[config.mk]
export PLATFORM = sky130hd
export DESIGN_NAME = lsw_cordic_stage
export DESIGN_NICKNAME = d
export VERILOG_FILES = /design/src/rtl/lsw_pkg.sv /design/src/rtl/lsw_cordic_stage.sv
export SDC_FILE = /design/constraint.sdc
export NUM_CORES = 1
export LEC_CHECK = 0
export BUFFER_PORTS_ARGS = -buffer_cell sky130_fd_sc_hd__buf_4
export CORE_MARGIN = 1
export CORE_UTILIZATION = 29
export CTS_BUF_LIST = sky130_fd_sc_hd__clkbuf_4 sky130_fd_sc_hd__clkbuf_8
export DETAILED_ROUTE_END_ITERATION = 7
export GPL_TIMING_DRIVEN = 0
export PLACE_DENSITY = 0.5
export RECOVER_POWER = 100
export REMOVE_ABC_BUFFERS = 1
export SLEW_MARGIN = 10
export SYNTH_ARGS = -nofsm -noshare
export SYNTH_HDL_FRONTEND = slang
export SYNTH_SLANG_ARGS = --single-unit
[constraint.sdc]
create_clock -name i_clk -period 4.12 [get_ports i_clk]
set_input_delay 0 -clock i_clk [delete_from_list [all_inputs] [get_ports i_clk]]
set_output_delay 0 -clock i_clk [all_outputs]
set_load 0.05 [all_outputs]
[src/rtl/lsw_pkg.sv]
// Shared constants, types and the CORDIC arctangent table for the lidar
// scan-to-world point pipeline. No dependencies.
package lsw_pkg;

    localparam int RANGE_BITS_DEF = 16;
    localparam int ANGLE_BITS_DEF = 16;
    localparam int INDEX_BITS_DEF = 16;

    // CORDIC datapath: Q30 values with headroom for sign and growth
    localparam int CORDIC_ITERS = 30;
    localparam int CW = 33;
    localparam logic signed [CW-1:0] CORDIC_GAIN = 33'sd652032874;

    // Rotation matrix entries in Q28 with room for a non-unit quaternion
    localparam int MAT_W = 35;
    localparam logic signed [MAT_W-1:0] MAT_ONE = 35'sd268435456;

    // Result coordinates
    localparam int PT_W = 25;
    localparam int BEAM_W = 16;
    localparam int RANGE_W = 16;

    localparam logic [63:0] QUAT_RESET = 64'h0000_0000_4000_0000;

    typedef enum logic [2:0] {
        CFG_ANGLE_START = 3'd0,
        CFG_ANGLE_STEP  = 3'd1,
        CFG_ROT_QUAT    = 3'd2,
        CFG_OFFSET_X    = 3'd3,
        CFG_OFFSET_Y    = 3'd4,
        CFG_OFFSET_Z    = 3'd5
    } t_cfg_reg;

    // Arctangent of 2^-i in units of 2^-32 turn
    function automatic logic [31:0] atan_turn(input int i);
        logic [31:0] v;
        case (i)
            0:       v = 32'h20000000;
            1:       v = 32'h12E4051D;
            2:       v = 32'h09FB385B;
            3:       v = 32'h051111D4;
            4:       v = 32'h028B0D43;
            5:       v = 32'h0145D7E1;
            6:       v = 32'h00A2F61E;
            7:       v = 32'h00517C55;
            8:       v = 32'h0028BE53;
            9:       v = 32'h00145F2F;
            10:      v = 32'h000A2F98;
            11:      v = 32'h000517CC;
            12:      v = 32'h00028BE6;
            13:      v = 32'h000145F3;
            14:      v = 32'h0000A2FA;
            15:      v = 32'h0000517D;
            16:      v = 32'h000028BE;
            17:      v = 32'h0000145F;
            18:      v = 32'h00000A30;
            19:      v = 32'h00000518;
            20:      v = 32'h0000028C;
            21:      v = 32'h00000146;
            22:      v = 32'h000000A3;
            23:      v = 32'h00000051;
            24:      v = 32'h00000029;
            25:      v = 32'h00000014;
            26:      v = 32'h0000000A;
            27:      v = 32'h00000005;
            28:      v = 32'h00000003;
            29:      v = 32'h00000001;
            default: v = 32'h00000000;
        endcase
        return v;
    endfunction

endpackage

[src/rtl/lsw_cordic_stage.sv]
// One CORDIC rotation iteration with its pipeline register.
// Depends on lsw_pkg for the datapath width and arctangent table.
module lsw_cordic_stage #(
    parameter int ITER   = 0,
    parameter int SIDE_W = 32
) (
    input  logic                          i_clk,
    input  logic                          i_rst_n,
    input  logic                          i_valid,
    output logic                          o_ready,
    input  logic signed [lsw_pkg::CW-1:0] i_x,
    input  logic signed [lsw_pkg::CW-1:0] i_y,
    input  logic signed [lsw_pkg::CW-1:0] i_z,
    input  logic                          i_flip,
    input  logic [SIDE_W-1:0]             i_side,
    output logic                          o_valid,
    input  logic                          i_ready,
    output logic signed [lsw_pkg::CW-1:0] o_x,
    output logic signed [lsw_pkg::CW-1:0] o_y,
    output logic signed [lsw_pkg::CW-1:0] o_z,
    output logic                          o_flip,
    output logic [SIDE_W-1:0]             o_side
);
    import lsw_pkg::*;

    localparam logic signed [CW-1:0] ATAN = CW'(atan_turn(ITER));

    logic                 r_valid;
    logic signed [CW-1:0] r_x, r_y, r_z;
    logic signed [CW-1:0] n_x, n_y, n_z;
    logic signed [CW-1:0] w_xs, w_ys;
    logic                 r_flip;
    logic [SIDE_W-1:0]    r_side;

    assign o_ready = !r_valid || i_ready;

    // Rotate towards zero residual angle; shifts round towards minus infinity
    assign w_xs = i_x >>> ITER;
    assign w_ys = i_y >>> ITER;

    always_comb begin
        if (!i_z[CW-1]) begin
            n_x = i_x - w_ys;
            n_y = i_y + w_xs;
            n_z = i_z - ATAN;
        end else begin
            n_x = i_x + w_ys;
            n_y = i_y - w_xs;
            n_z = i_z + ATAN;
        end
    end

    always_ff @(posedge i_clk) begin
        if (!i_rst_n) begin
            r_valid <= 1'b0;
        end else if (o_ready) begin
            r_valid <= i_valid;
        end
        if (o_ready) begin
            r_x    <= n_x;
            r_y    <= n_y;
            r_z    <= n_z;
            r_flip <= i_flip;
            r_side <= i_side;
        end
    end

    assign o_valid = r_valid;
    assign o_x     = r_x;
    assign o_y     = r_y;
    assign o_z     = r_z;
    assign o_flip  = r_flip;
    assign o_side  = r_side;

endmodule

==> results_dict.tcl <==
set metrics [dict create \
    boundaryPins 270 \
    switching_share_pct 42.2 \
    rows 66 \
    timing.rr.end "o_y[9]$_DFFE_PP_" \
    die_area_um2 34200 \
    grt_pass1_vias 8450 \
    syn2layout_area_growth_pct 30.9 \
    reg2reg_depth 2 \
    multiInputGateArea_um2 5170 \
    worstHoldEndpoint "o_y[0]$_DFFE_PP_" \
    antenna_found_initial 0 \
    netlist_instances 1012 \
    coreArea_um2 32700 \
    clkTransAtPathRegs_ns 0.08 \
    area.sequential_um2 3950 \
    synth-main-ff-cell "edfxtp_1" \
    async_reset_ff_share_pct 0 \
    slew_violations 115 \
    gr-total-overflow 0 \
    clock.fmax_mhz 291 \
    grt_start_max_net_pins 78 \
    critPathRequiredTime_ns 4.32 \
    internal-power_mw 2.85 \
    hold_viol_final 0 \
    syn_area_per_cell_um2 9.59 \
    finalSetupViolCount 0 \
    ys_seq_elements 132 \
    switchingPower_mw 2.08 \
    cts_htree_levels 4 \
    power_mw 4.93 \
    min_from "i_x[0]" \
    tightest_slew_ns 1.75 \
    drt_pre_antenna_iters 5 \
    gp_congestion 0.870 \
    final_cells 1783 \
    hold_path.class "in -> reg" \
    clkLatencyLatePin_ns 0.46 \
    drc 0 \
    tns_ns 0 \
    min_period_ns 3.44 \
    syn_area_um2 9710 \
    rsz0062_at_grt "false" \
    slowest_stage "dlygate4sd3_1" \
    worstPathArrival_ns 3.64 \
    fillers 3479 \
    ctsRootBufferMaster "clkbuf_8" \
    vias 8717 \
    post_cts_resized 0 \
    clk_path_buf_depth 2 \
    drt-initial-drc-count 517 \
    n_antenna_cell 0 \
    clkPwrFrac_pct 23.6 \
    yosysSeqAreaShare_pct 40.7 \
    dpl-instance-area_um2 12200 \
    path_max_fanout 4 \
    status "finished, violations left" \
    cap_violations 2 \
    fp.dieW_um 185 \
    vias_per_cell 4.89 \
    synth_warnings 0 \
    die_y_um 185 \
    final_area_um2 12700 \
    dpl.hpwl_um 25000 \
    crit_type "in -> reg" \
    final_common_cell "clkbuf_1" \
    wire_per_inst_um 18.0 \
    final_cell_mix "clkbuf_1, edfxtp_1, a21oi_1" \
    cts_buffers 17 \
    io_buffers 269 \
    start_kind "input pin" \
    end_kind "register" \
    dp_cells 1682 \
    ir_drop_v 0.000268 \
    synth-edff-count 131 \
    nNetsFinal 1575 \
    grt_usage_pct 18.3 \
    setup_slack_ns 0.680 \
    cpMostUsedCell "a21oi_1" \
    cp_cell_sequence "dlygate4sd3_1, clkbuf_1, ha_1, fa_1, nor2b_1, o21ai_0, a21oi_1, nor3_1, o211ai_1, a21oi_1, mux2i_1, xnor2_1" \
    reg2reg_setup_slack_ns 1.11 \
    violations "max-capacitance violations, max-slew violations" \
    r2r_start "o_valid$_SDFFE_PN0P_" \
    pre_cts_ws_ns 0.845 \
    holdPathStages 4 \
    slew_headroom_pct -16.9 \
    start_util_pct 29.7 \
    grt_pass1_wl_um 47500 \
    crit_path_max_incr_delay_ns 0.54 \
    whs_ns 0.0462 \
    finalClockSkew_ns 0.0226 \
    pwr-share-comb_pct 40.3 \
    cts.sinks 132 \
    layout-drive-gt1-share_pct 13.3 \
    post-route-util_pct 38.9 \
    p_leak_nw 5.31 \
    finalCritPeriodShare_pct 83.5 \
    cts_tree "done" \
    synth.distinct_cells 62 \
    cp_num_buf_inv 2 \
    ant_nets 0 \
    p_seq_share_pct 36.1 \
    crit_family "compound AO/OA/AOI/OAI gates" \
    power_density_nw_per_um2 388 \
    wl_um 32000 \
]
worst min-delay path, stage by stage:
cell and delay, ns:
buf_4 0.12, inv_1 0.05, ha_1 0.12, inv_1 0.03
cell usage after synthesis (all sizes together) (4+ instances only):
| cell | n | area, um2 |
|---|---|---|
| o31ai | 13 | 97.6 |
| fa | 4 | 80.1 |
| xnor2 | 57 | 499 |
| nand3 | 16 | 80.1 |
| o21ai | 68 | 340 |
| a211o | 4 | 35.0 |
| nor4 | 14 | 87.6 |
| a21boi | 4 | 30.0 |
| a21o | 25 | 188 |
| inv | 103 | 387 |
| or3 | 9 | 56.3 |
| mux2i | 19 | 190 |
| nand2b | 5 | 31.3 |
| nor2 | 63 | 236 |
| o21bai | 15 | 113 |
| xor2 | 7 | 61.3 |
| and2 | 4 | 25.0 |
| o221ai | 5 | 43.8 |
| ha | 106 | 1330 |
| clkbuf | 24 | 90.1 |
| or4 | 6 | 52.6 |
| a21oi | 126 | 631 |
| a211oi | 16 | 120 |
| buf | 20 | 90.1 |
| edfxtp | 131 | 3930 |
| o211ai | 11 | 82.6 |
| nand4 | 8 | 50.1 |
| nor3 | 23 | 115 |
| nor2b | 13 | 81.3 |
| nand2 | 49 | 189 |
kinds of logic (layout without fill, tap and decap cells):
group	Yosys count	after routing	share of synthesized area (%)
buffers and inverters	150	479	5.95
XOR/XNOR	64	64	5.77
flip-flops	132	132	40.7
AO/OA/AOI/OAI	320	320	20.2
adder cells (fa/ha/maj)	110	110	14.5
multiplexers	19	19	1.96
AND/OR/NAND/NOR	217	217	10.9
timing repair:
item	in CTS	in global routing
hold buffers	70	0
setup buffers	0	0
endpoints found under the hold margin	70	0
power by group through the flow:
stage	clock network (mW)	logic, mW	registers [mW]
after floorplan	0	0.675	2.53
after global placement	0	2.10	1.82
after detailed placement	0	2.12	1.82
after CTS	1.21	2.18	1.79
after global routing	1.26	2.12	1.80
final	1.16	1.99	1.78
routing by layer:
layer	GRT usage (%)	vias to the layer above	share of wire, %
li1	-	4280	-
met1	24.4	4119	46
met2	30.3	284	47
met3	2.85	34	4.9
met4	5.82	0	1.7
met5	0	-	0
registers in the layout (all words and copies together), names as in the netlist:
name and count:
o_y 33, o_z 33, o_side 32, o_x 32, o_flip 1, o_valid 1
how the worst max path moves through the flow:
stage	start	end	slack, ns	depth (start not counted)
after global placement	i_ready	o_valid$_SDFFE_PN0P_	-1.53	3
after global routing	o_valid$_SDFFE_PN0P_	o_ready	0.33	3
after floorplan	o_valid$_SDFFE_PN0P_	o_valid$_SDFFE_PN0P_	-0.46	2
after CTS	i_y[0]	o_y[20]$_DFFE_PP_	0.85	12
final	i_y[0]	o_y[20]$_DFFE_PP_	0.68	12
after detailed placement	i_x[6]	o_y[27]$_DFFE_PP_	0.84	12
layout make-up:
class / instances / share of cell area [%]
flip-flops and latches: 132 / 31.1
repair buffers: 342 / 17.4
multi-input cells: 730 / 40.7
well taps: 442 / 4.35
inverters: 106 / 3.13
clock buffers: 17 / 1.84
clock inverters: 14 / 1.39
Note: power is estimated with default switching activity, not from simulation.
