===== src/rtl/lsw_pkg.sv =====
// Shared constants, types and the CORDIC arctangent table for the lidar
// scan-to-world point pipeline. No dependencies.
package lsw_pkg;

    localparam int RANGE_BITS_DEF = 16;
    localparam int ANGLE_BITS_DEF = 16;
    localparam int INDEX_BITS_DEF = 16;

    // CORDIC datapath: Q30 values with headroom for sign and growth
    localparam int CORDIC_ITERS = 30;
    localparam int CW = 33;
    localparam logic signed [CW-1:0] CORDIC_GAIN = 33'sd652032874;

    // Rotation matrix entries in Q28 with room for a non-unit quaternion
    localparam int MAT_W = 35;
    localparam logic signed [MAT_W-1:0] MAT_ONE = 35'sd268435456;

    // Result coordinates
    localparam int PT_W = 25;
    localparam int BEAM_W = 16;
    localparam int RANGE_W = 16;

    localparam logic [63:0] QUAT_RESET = 64'h0000_0000_4000_0000;

    typedef enum logic [2:0] {
        CFG_ANGLE_START = 3'd0,
        CFG_ANGLE_STEP  = 3'd1,
        CFG_ROT_QUAT    = 3'd2,
        CFG_OFFSET_X    = 3'd3,
        CFG_OFFSET_Y    = 3'd4,
        CFG_OFFSET_Z    = 3'd5
    } t_cfg_reg;

    // Arctangent of 2^-i in units of 2^-32 turn
    function automatic logic [31:0] atan_turn(input int i);
        logic [31:0] v;
        case (i)
            0:       v = 32'h20000000;
            1:       v = 32'h12E4051D;
            2:       v = 32'h09FB385B;
            3:       v = 32'h051111D4;
            4:       v = 32'h028B0D43;
            5:       v = 32'h0145D7E1;
            6:       v = 32'h00A2F61E;
            7:       v = 32'h00517C55;
            8:       v = 32'h0028BE53;
            9:       v = 32'h00145F2F;
            10:      v = 32'h000A2F98;
            11:      v = 32'h000517CC;
            12:      v = 32'h00028BE6;
            13:      v = 32'h000145F3;
            14:      v = 32'h0000A2FA;
            15:      v = 32'h0000517D;
            16:      v = 32'h000028BE;
            17:      v = 32'h0000145F;
            18:      v = 32'h00000A30;
            19:      v = 32'h00000518;
            20:      v = 32'h0000028C;
            21:      v = 32'h00000146;
            22:      v = 32'h000000A3;
            23:      v = 32'h00000051;
            24:      v = 32'h00000029;
            25:      v = 32'h00000014;
            26:      v = 32'h0000000A;
            27:      v = 32'h00000005;
            28:      v = 32'h00000003;
            29:      v = 32'h00000001;
            default: v = 32'h00000000;
        endcase
        return v;
    endfunction

endpackage


===== src/rtl/lsw_angle.sv =====
// Beam angle stages: angle = start + index * step, then fold into the right
// half plane and seed the CORDIC. Depends on lsw_pkg.
module lsw_angle #(
    parameter int ANGLE_BITS = lsw_pkg::ANGLE_BITS_DEF,
    parameter int INDEX_BITS = lsw_pkg::INDEX_BITS_DEF,
    parameter int SIDE_W     = 32
) (
    input  logic                          i_clk,
    input  logic                          i_rst_n,
    input  logic                          i_valid,
    output logic                          o_ready,
    input  logic [INDEX_BITS-1:0]         i_index,
    input  logic [SIDE_W-1:0]             i_side,
    input  logic [15:0]                   i_angle_start,
    input  logic [15:0]                   i_angle_step,
    output logic                          o_valid,
    input  logic                          i_ready,
    output logic signed [lsw_pkg::CW-1:0] o_x,
    output logic signed [lsw_pkg::CW-1:0] o_y,
    output logic signed [lsw_pkg::CW-1:0] o_z,
    output logic                          o_flip,
    output logic [SIDE_W-1:0]             o_side
);
    import lsw_pkg::*;

    localparam int PW = ANGLE_BITS + INDEX_BITS;

    logic                  r_v1, r_v2;
    logic                  w_rdy1, w_rdy2;
    logic [ANGLE_BITS-1:0] r_ang;
    logic [SIDE_W-1:0]     r_side1, r_side2;
    logic [ANGLE_BITS-1:0] w_start, w_step;
    logic [PW-1:0]         w_prod;
    logic [ANGLE_BITS-1:0] n_ang;
    logic [31:0]           w_a32, w_fold;
    logic                  w_flip;
    logic signed [CW-1:0]  r_z;
    logic                  r_flip;

    // Stage readiness: a stage takes a word when empty or when it moves on
    assign w_rdy2  = !r_v2 || i_ready;
    assign w_rdy1  = !r_v1 || w_rdy2;
    assign o_ready = w_rdy1;

    // Angle sum, wrapping modulo the angle width
    assign w_start = ANGLE_BITS'(i_angle_start);
    assign w_step  = ANGLE_BITS'($signed(i_angle_step));
    assign w_prod  = PW'(i_index) * PW'(w_step);
    assign n_ang   = w_start + w_prod[ANGLE_BITS-1:0];

    always_ff @(posedge i_clk) begin
        if (!i_rst_n) begin
            r_v1 <= 1'b0;
        end else if (w_rdy1) begin
            r_v1 <= i_valid;
        end
        if (w_rdy1) begin
            r_ang   <= n_ang;
            r_side1 <= i_side;
        end
    end

    // Fold the left half plane by half a turn; negate the result later
    assign w_a32  = {r_ang, {(32-ANGLE_BITS){1'b0}}};
    assign w_flip = w_a32[31] ^ w_a32[30];
    assign w_fold = w_flip ? {~w_a32[31], w_a32[30:0]} : w_a32;

    always_ff @(posedge i_clk) begin
        if (!i_rst_n) begin
            r_v2 <= 1'b0;
        end else if (w_rdy2) begin
            r_v2 <= r_v1;
        end
        if (w_rdy2) begin
            r_z     <= CW'($signed(w_fold));
            r_flip  <= w_flip;
            r_side2 <= r_side1;
        end
    end

    assign o_valid = r_v2;
    assign o_x     = CORDIC_GAIN;
    assign o_y     = '0;
    assign o_z     = r_z;
    assign o_flip  = r_flip;
    assign o_side  = r_side2;

endmodule


===== config.mk =====
export PLATFORM = sky130hd
export DESIGN_NAME = lsw_angle
export DESIGN_NICKNAME = d
export VERILOG_FILES = /design/src/rtl/lsw_pkg.sv /design/src/rtl/lsw_angle.sv
export SDC_FILE = /design/constraint.sdc
export NUM_CORES = 1
export LEC_CHECK = 0
export BUFFER_PORTS_ARGS = -buffer_cell sky130_fd_sc_hd__buf_2
export CAP_MARGIN = 20
export CORE_ASPECT_RATIO = 1.4
export CORE_UTILIZATION = 50
export CTS_CLUSTER_SIZE = 12
export DETAILED_ROUTE_END_ITERATION = 12
export GPL_ROUTABILITY_DRIVEN = 1
export PLACE_DENSITY = 0.8
export SYNTH_ARGS = -nofsm -noshare
export SYNTH_HDL_FRONTEND = slang
export SYNTH_SLANG_ARGS = --single-unit

===== constraint.sdc =====
create_clock -name i_clk -period 17.5 [get_ports i_clk]
set_input_delay 3.5 -clock i_clk [delete_from_list [all_inputs] [get_ports i_clk]]
set_output_delay 3.5 -clock i_clk [all_outputs]
set_load 0.05 [all_outputs]

==> results of run 1 <==
how the worst min path moves through the flow:
stage                start         end  depth (start not counted)
5_1_grt        r_side1[17]  o_side[17]                          0
4_1_cts        r_side1[18]  o_side[18]                          0
3_3_place_gp   r_side1[20]  o_side[20]                          0
6_report          r_ang[9]     o_z[25]                          0
3_5_place_dp    r_side1[0]   o_side[0]                          0
2_1_floorplan   r_side1[0]   o_side[0]                          0
cells by family after synthesis:
group / Yosys count / synth area share, %
buffers and inverters: 261 / 16.2
AND/OR/NAND/NOR: 148 / 8.89
adder cells (fa/ha/maj): 146 / 31.3
flip-flops: 99 / 36.5
XOR/XNOR: 42 / 4.91
AO/OA/AOI/OAI: 26 / 2.03
other: 2 / 0.0929
sequential cells by signal, indices dropped and copies added, names as in the netlist:
signal,count
o_valid,1
o_flip,1
o_side,32
o_z,16
r_ang,16
r_side1,32
r_v1,1
where the power goes:
group,leakage [nW],switching [mW],total (mW),internal [mW]
Combinational,3.26,0.557,0.924,0.368
Sequential,1.04,0.0131,0.371,0.358
Clock,0.153,0.0759,0.201,0.125
Total,4.45,0.646,1.50,0.851
cell usage in the layout, fill, tap and decap left out, drive strengths merged:
master / Yosys / layout
a311oi: 1 / 1
and4: 1 / 1
o21bai: 2 / 2
a21oi: 9 / 9
xnor3: 1 / 1
o21ai: 4 / 4
inv: 160 / 162
nor2: 2 / 2
a31oi: 2 / 2
bufinv: 0 / 2
clkbuf: 14 / 10
fa: 94 / 94
clkinv: 0 / 2
conb: 2 / 82
nand2: 88 / 88
nor4: 1 / 1
a31o: 1 / 1
xnor2: 31 / 31
and2: 51 / 51
ha: 52 / 52
a21o: 4 / 4
o21a: 2 / 2
nand2b: 2 / 2
a221oi: 1 / 1
buf: 87 / 136
xor2: 10 / 10
edfxtp: 97 / 97
dfxtp: 2 / 2
nor2b: 3 / 3
final cells by class:
type                    count  area share [%]
clock buffers              10            2.56
inverters                 160            6.73
clock inverters             6           0.953
flip-flops and latches     99            33.1
multi-input cells         444            46.2
repair buffers            136            7.79
well taps                 196            2.75
worst register-to-register path, cell delays in order (launching register included):
cell and delay [ns]:
dfxtp_1 0.30, nor2b_1 0.17, inv_2 0.75
metal layers:
layer | vias to the layer above | global-route usage, % | routed length, µm
met2 | 176 | 33.0 | 7890
met1 | 2406 | 23.5 | 5540
met3 | 19 | 2.44 | 908
met5 | - | 0 | 0
met4 | 0 | 6.92 | 345
li1 | 2274 | - | -
through the flow:
stage          area (µm²)  hold WS, ns  total power [mW]  worst slack (ns)
2_1_floorplan        8380        0.400              1.12              9.10
3_3_place_gp         8600        0.400              1.28              8.98
3_5_place_dp         8600        0.405              1.31              8.88
4_1_cts              8910        0.409              1.52              8.93
5_1_grt              8930        0.420              1.63              8.94
6_report             8930        0.413              1.50              9.24
==> flow_summary.yaml, run 1 <==
run_status:
  status: "complete, no violations"
worst_setup_path:
  startpoint: "i_angle_step[1]"
  timing.rr.end: "o_z[27]"
  rrSetupSlack_ns: 15.88
  critPathLaunchType: "input pin"
  cp-end-kind: "flip-flop"
  cpLargestDelayFamily: "adder cells"
  worstSetupEndpoint: "r_ang[14]"
  critical_path_class: "in -> reg"
  cp.required_ns: 17.58
  cp_cell_sequence: "buf_2 -> and2_1 -> fa_1 -> inv_1 -> fa_1 -> inv_1 -> fa_1 -> inv_1 -> fa_1 -> inv_1 -> fa_1 -> inv_1 -> fa_1 -> inv_1 -> ha_1 -> a21oi_1 -> o21ai_0 -> a311oi_1 -> o21bai_1 -> xor2_1"
  timing.rr.start: "o_valid"
  cp.depth: 20
  slowest_delay_ns: 0.53
  critPathSlowestCell: "fa_1"
  r2r_cells: 2
  cp.arrival_ns: 8.34
  crit_buf_inv: 7
  critPathMaxFanout: 15
final_layout:
  drive_gt1_share_pct: 18.6
  diodes: 0
  multi_input_area_um2: 4120
  instances_no_fill: 1051
  nets: 1080
  seq_area_um2: 2950
  area_growth_pct: 10.5
  final_core_util_pct: 57.0
  fill_cells: 1309
timing:
  finalHoldViolations: 0
  slew_headroom_pct: 32.0
  tightest_slew_ns: 1.02
  rsz0062_at_grt: "false"
  skew_ns: 0.00652
  fin_crit_ns: 8.26
  post-route-period-util_pct: 47.2
  fmax_mhz: 121
  setup_violations: 0
  tns_ns: 0
  finalMaxSlewViolations: 0
routing:
  avgViaCountPerCell: 4.64
  final_antenna_net_count: 0
  first_pass_iters: 4
  routed-via-count: 4875
  wl_per_cell_um: 14.0
  drt_iter0_markers: 177
  wl_mm: 14.7
  drc: 0
clock_network:
  clk_latency_ns: 0.33
  cts_resized: 0
  postCtsHoldBufs: 0
  cts_setup_buffers: 0
  htreeDepth: 3
  cts.clk_slew.worst_paths_ns: 0.06
  root_buffer: "clkbuf_16"
  cts.sinks: 99
  tritoncts: "yes"
  max-clock-path-buffers: 2
  cts-buffers-inserted: 9
global_route:
  grt_start_max_net_pins: 50
  grt_usage_pct: 18.9
  gr-total-overflow: 0
  grt_pass1_wl_mm: 23.9
  antenna_found_initial: 0
  grt_pass1_vias: 4872
synth:
  netlist.area_leader.share_pct: 36.0
  ys_seq_area_share_pct: 36.5
  synth_most_common_cell: "inv_1"
  synth_edf_count: 97
  yosysTopAreaCell: "edfxtp_1"
  ys_ff_latch: 99
  synthArstFlopShare_pct: 0
  yosys_warnings: 0
  syn_avg_cell_area_um2: 11.2
  yosysUniqueCellTypes: 35
  netlist_area_um2: 8080
  yosys-top-cells-area: "edfxtp_1, fa_1, ha_1, buf_4, inv_1"
  netlist_top_cells_count: "inv_1, edfxtp_1, fa_1"
  syn_inst: 724
  ys.flop_type: "edfxtp_1"
floorplanning:
  die_area_um2: 16700
  coreArea_um2: 15700
  rows: 54
  start_util_pct: 51.6
  ios: 218
  chipHeight_um: 152
  dieWidth_um: 109
worst_hold_path:
  hp-class: "reg -> reg"
place:
  hpwl_mm: 12.0
  gp_congestion: 0.918
  port_buffers: 135
  dp_cells: 1034
power_and_ir_drop:
  powerDensity_nw_per_um2: 168
  irDropWorstVdd_mv: 0.115
  p_leak_nw: 4.45
job:
  cap_violations: 0
No activity file was read; power rests on OpenSTA's default activity.
==> run 2: changes to the inputs <==
--- a/config.mk
+++ b/config.mk
@@ -5,6 +5,7 @@
 export SDC_FILE = /design/constraint.sdc
 export NUM_CORES = 1
 export LEC_CHECK = 0
+export ABC_AREA = 1
 export BUFFER_PORTS_ARGS = -buffer_cell sky130_fd_sc_hd__buf_2
 export CAP_MARGIN = 20
 export CORE_ASPECT_RATIO = 1.4
@@ -12,7 +13,7 @@
 export CTS_CLUSTER_SIZE = 12
 export DETAILED_ROUTE_END_ITERATION = 12
 export GPL_ROUTABILITY_DRIVEN = 1
-export PLACE_DENSITY = 0.8
+export PLACE_DENSITY = 0.82
 export SYNTH_ARGS = -nofsm -noshare
 export SYNTH_HDL_FRONTEND = slang
 export SYNTH_SLANG_ARGS = --single-unit
==> constraint.sdc (replaced) <==
create_clock -name i_clk -period 7.1 [get_ports i_clk]
set_input_delay 1.42 -clock i_clk [delete_from_list [all_inputs] [get_ports i_clk]]
set_output_delay 1.42 -clock i_clk [all_outputs]
set_load 0.05 [all_outputs]
==> flow_summary.yaml, run 2 <==
run_status:
  status: "complete, no violations"
worst_hold_path:
  hold_end: "o_side[8]"
  whs_path_depth: 0
  hp-class: "reg -> reg"
  min-delay-start: "r_side1[8]"
worst_setup_path:
  timing.rr.start: "o_valid"
  critical_path_class: "in -> reg"
  critPathLaunchType: "input pin"
  r2r_cells: 2
  cp-end-kind: "flip-flop"
  timing.rr.end: "r_side1[4]"
  cp_common_cell: "inv_1"
  critPathMaxFanout: 16
  slowest_delay_ns: 0.53
  cp.arrival_ns: 6.06
  cp.required_ns: 7.19
  critPathSlowestCell: "fa_1"
  cp_cell_sequence: "buf_2 -> nand2_1 -> inv_1 -> fa_1 -> inv_1 -> fa_1 -> inv_1 -> fa_1 -> inv_1 -> fa_1 -> inv_1 -> fa_1 -> inv_1 -> fa_1 -> inv_1 -> ha_1 -> nand2_1 -> a21oi_1 -> a211oi_1 -> nand3_1 -> xor2_1"
  startpoint: "i_angle_step[1]"
  rrSetupSlack_ns: 5.79
routing:
  routed-via-count: 5771
  wl_mm: 16.3
  final_antenna_net_count: 0
  avgViaCountPerCell: 4.66
  drt_iter0_markers: 437
  wl_per_cell_um: 13.2
  first_pass_iters: 5
  drc: 0
floorplanning:
  chipHeight_um: 157
  coreArea_um2: 16700
  dieWidth_um: 112
  ios: 218
  rows: 56
  start_util_pct: 50.9
  die_area_um2: 17600
clock_network:
  max-clock-path-buffers: 2
  tritoncts: "yes"
  cts-buffers-inserted: 9
  htreeDepth: 3
  clk_latency_ns: 0.34
  root_buffer: "clkbuf_16"
  cts_setup_buffers: 0
  cts.sinks: 99
  cts.clk_slew.worst_paths_ns: 0.06
  postCtsHoldBufs: 0
  cts_resized: 0
timing:
  rsz0062_at_grt: "false"
  post-route-period-util_pct: 84.1
  slew_headroom_pct: 58.5
  finalMaxSlewViolations: 0
  skew_ns: 0.00715
  finalHoldViolations: 0
  tns_ns: 0
  setup_violations: 0
  tightest_slew_ns: 0.623
  hold_slack_ns: 0.417
  fin_crit_ns: 5.97
  fmax_mhz: 167
place:
  hpwl_mm: 13.4
  dp_cells: 1222
  port_buffers: 135
  gp_congestion: 0.854
synth:
  syn_inst: 909
  netlist_area_um2: 8530
  yosysUniqueCellTypes: 30
  synth_edf_count: 97
  syn_avg_cell_area_um2: 9.38
  yosys_warnings: 0
  ys_seq_area_share_pct: 34.6
  yosys-top-cells-area: "edfxtp_1, fa_1, inv_1, nand2_1, ha_1"
  ys.flop_type: "edfxtp_1"
  netlist.area_leader.share_pct: 34.2
  ys_ff_latch: 99
  synth_most_common_cell: "inv_1"
  synthArstFlopShare_pct: 0
  netlist_top_cells_count: "inv_1, nand2_1, edfxtp_1"
  yosysTopAreaCell: "edfxtp_1"
global_route:
  grt_pass1_vias: 5699
  antenna_found_initial: 0
  grt_start_max_net_pins: 51
  grt_usage_pct: 19.5
  grt_pass1_wl_mm: 26.4
  gr-total-overflow: 0
final_layout:
  final_core_util_pct: 55.6
  area_growth_pct: 9.30
  drive_gt1_share_pct: 16.3
  nets: 1261
  diodes: 0
  instances_no_fill: 1239
  final_common_cell: "inv_1"
  layout_common_cells: "inv_1, nand2_1, buf_2"
job:
  cap_violations: 0
power_and_ir_drop:
  irDropWorstVdd_mv: 0.224
  p_leak_nw: 5.24
  powerDensity_nw_per_um2: 395
[run 2: cell count changes after synthesis, moves of 4 or more]
cell	before	now
xnor2_1	30	5
and2_1	49	0
nand3_1	0	28
nor2_1	2	13
inv_2	0	4
nand2_2	2	9
inv_1	160	249
nand2_1	85	207
a21oi_1	9	13
[run 2: cells by family after synthesis]
| logic type | Yosys count | synth area share [%] |
|---|---|---|
| fa+ha+maj | 146 | 29.7 |
| compound gates | 25 | 1.63 |
| buf+inv | 359 | 19.9 |
| simple gates | 265 | 12.7 |
| flops | 99 | 34.6 |
| other cells | 2 | 0.0881 |
| xor+xnor | 13 | 1.34 |
[run 2: final cells by class]
type	instances	area [µm²]
Clock buffer	9	225
Clock inverter	7	52.6
Fill cell	1470	7430
Inverter	253	950
Multi-Input combinational cell	531	4180
Sequential cell	99	2950
Tap cell	203	254
Timing Repair Buffer	137	703
[run 2: worst max-delay path by stage]
stage / slack, ns / cells past startpoint / end
after floorplan: 0.88 / 18 / r_ang[14]
after global placement: 0.83 / 21 / r_ang[14]
after detailed placement: 0.79 / 21 / r_ang[14]
after CTS: 1.15 / 21 / r_ang[14]
after global routing: 0.87 / 21 / r_ang[15]
final: 1.13 / 21 / r_ang[14]
[run 2: through the flow]
stage,area (µm²),setup WS [ns],total power [mW]
5_1_grt,9320,0.873,4.06
4_1_cts,9300,1.15,3.71
3_5_place_dp,9020,0.792,3.26
3_3_place_gp,9020,0.831,3.21
2_1_floorplan,8830,0.879,2.79
6_report,9320,1.13,3.68
[run 2: metal layers]
layer / track usage [%] / up-vias / part of all wire (%)
li1: - / 2757 / -
met1: 21.5 / 2710 / 37
met2: 35.6 / 245 / 52
met3: 3.29 / 59 / 6.2
met4: 11.2 / 0 / 4.2
met5: 0 / - / 0
[run 2: worst max-delay path: cells and delay by family]
kind | cells | cell delay, ns
AOI/OAI and AO/OA | 2 | 0.23
xor gates and xnor gates | 1 | 0.15
adders and majority gates | 7 | 3.36
buffers and inverters | 8 | 0.57
and+or+nand+nor | 3 | 0.33
[run 2: where the power goes]
group	leakage (nW)	switching (mW)	internal, mW	total [mW]
Clock	0.131	0.195	0.239	0.434
Sequential	1.04	0.0306	0.873	0.904
Combinational	4.07	1.51	0.835	2.34
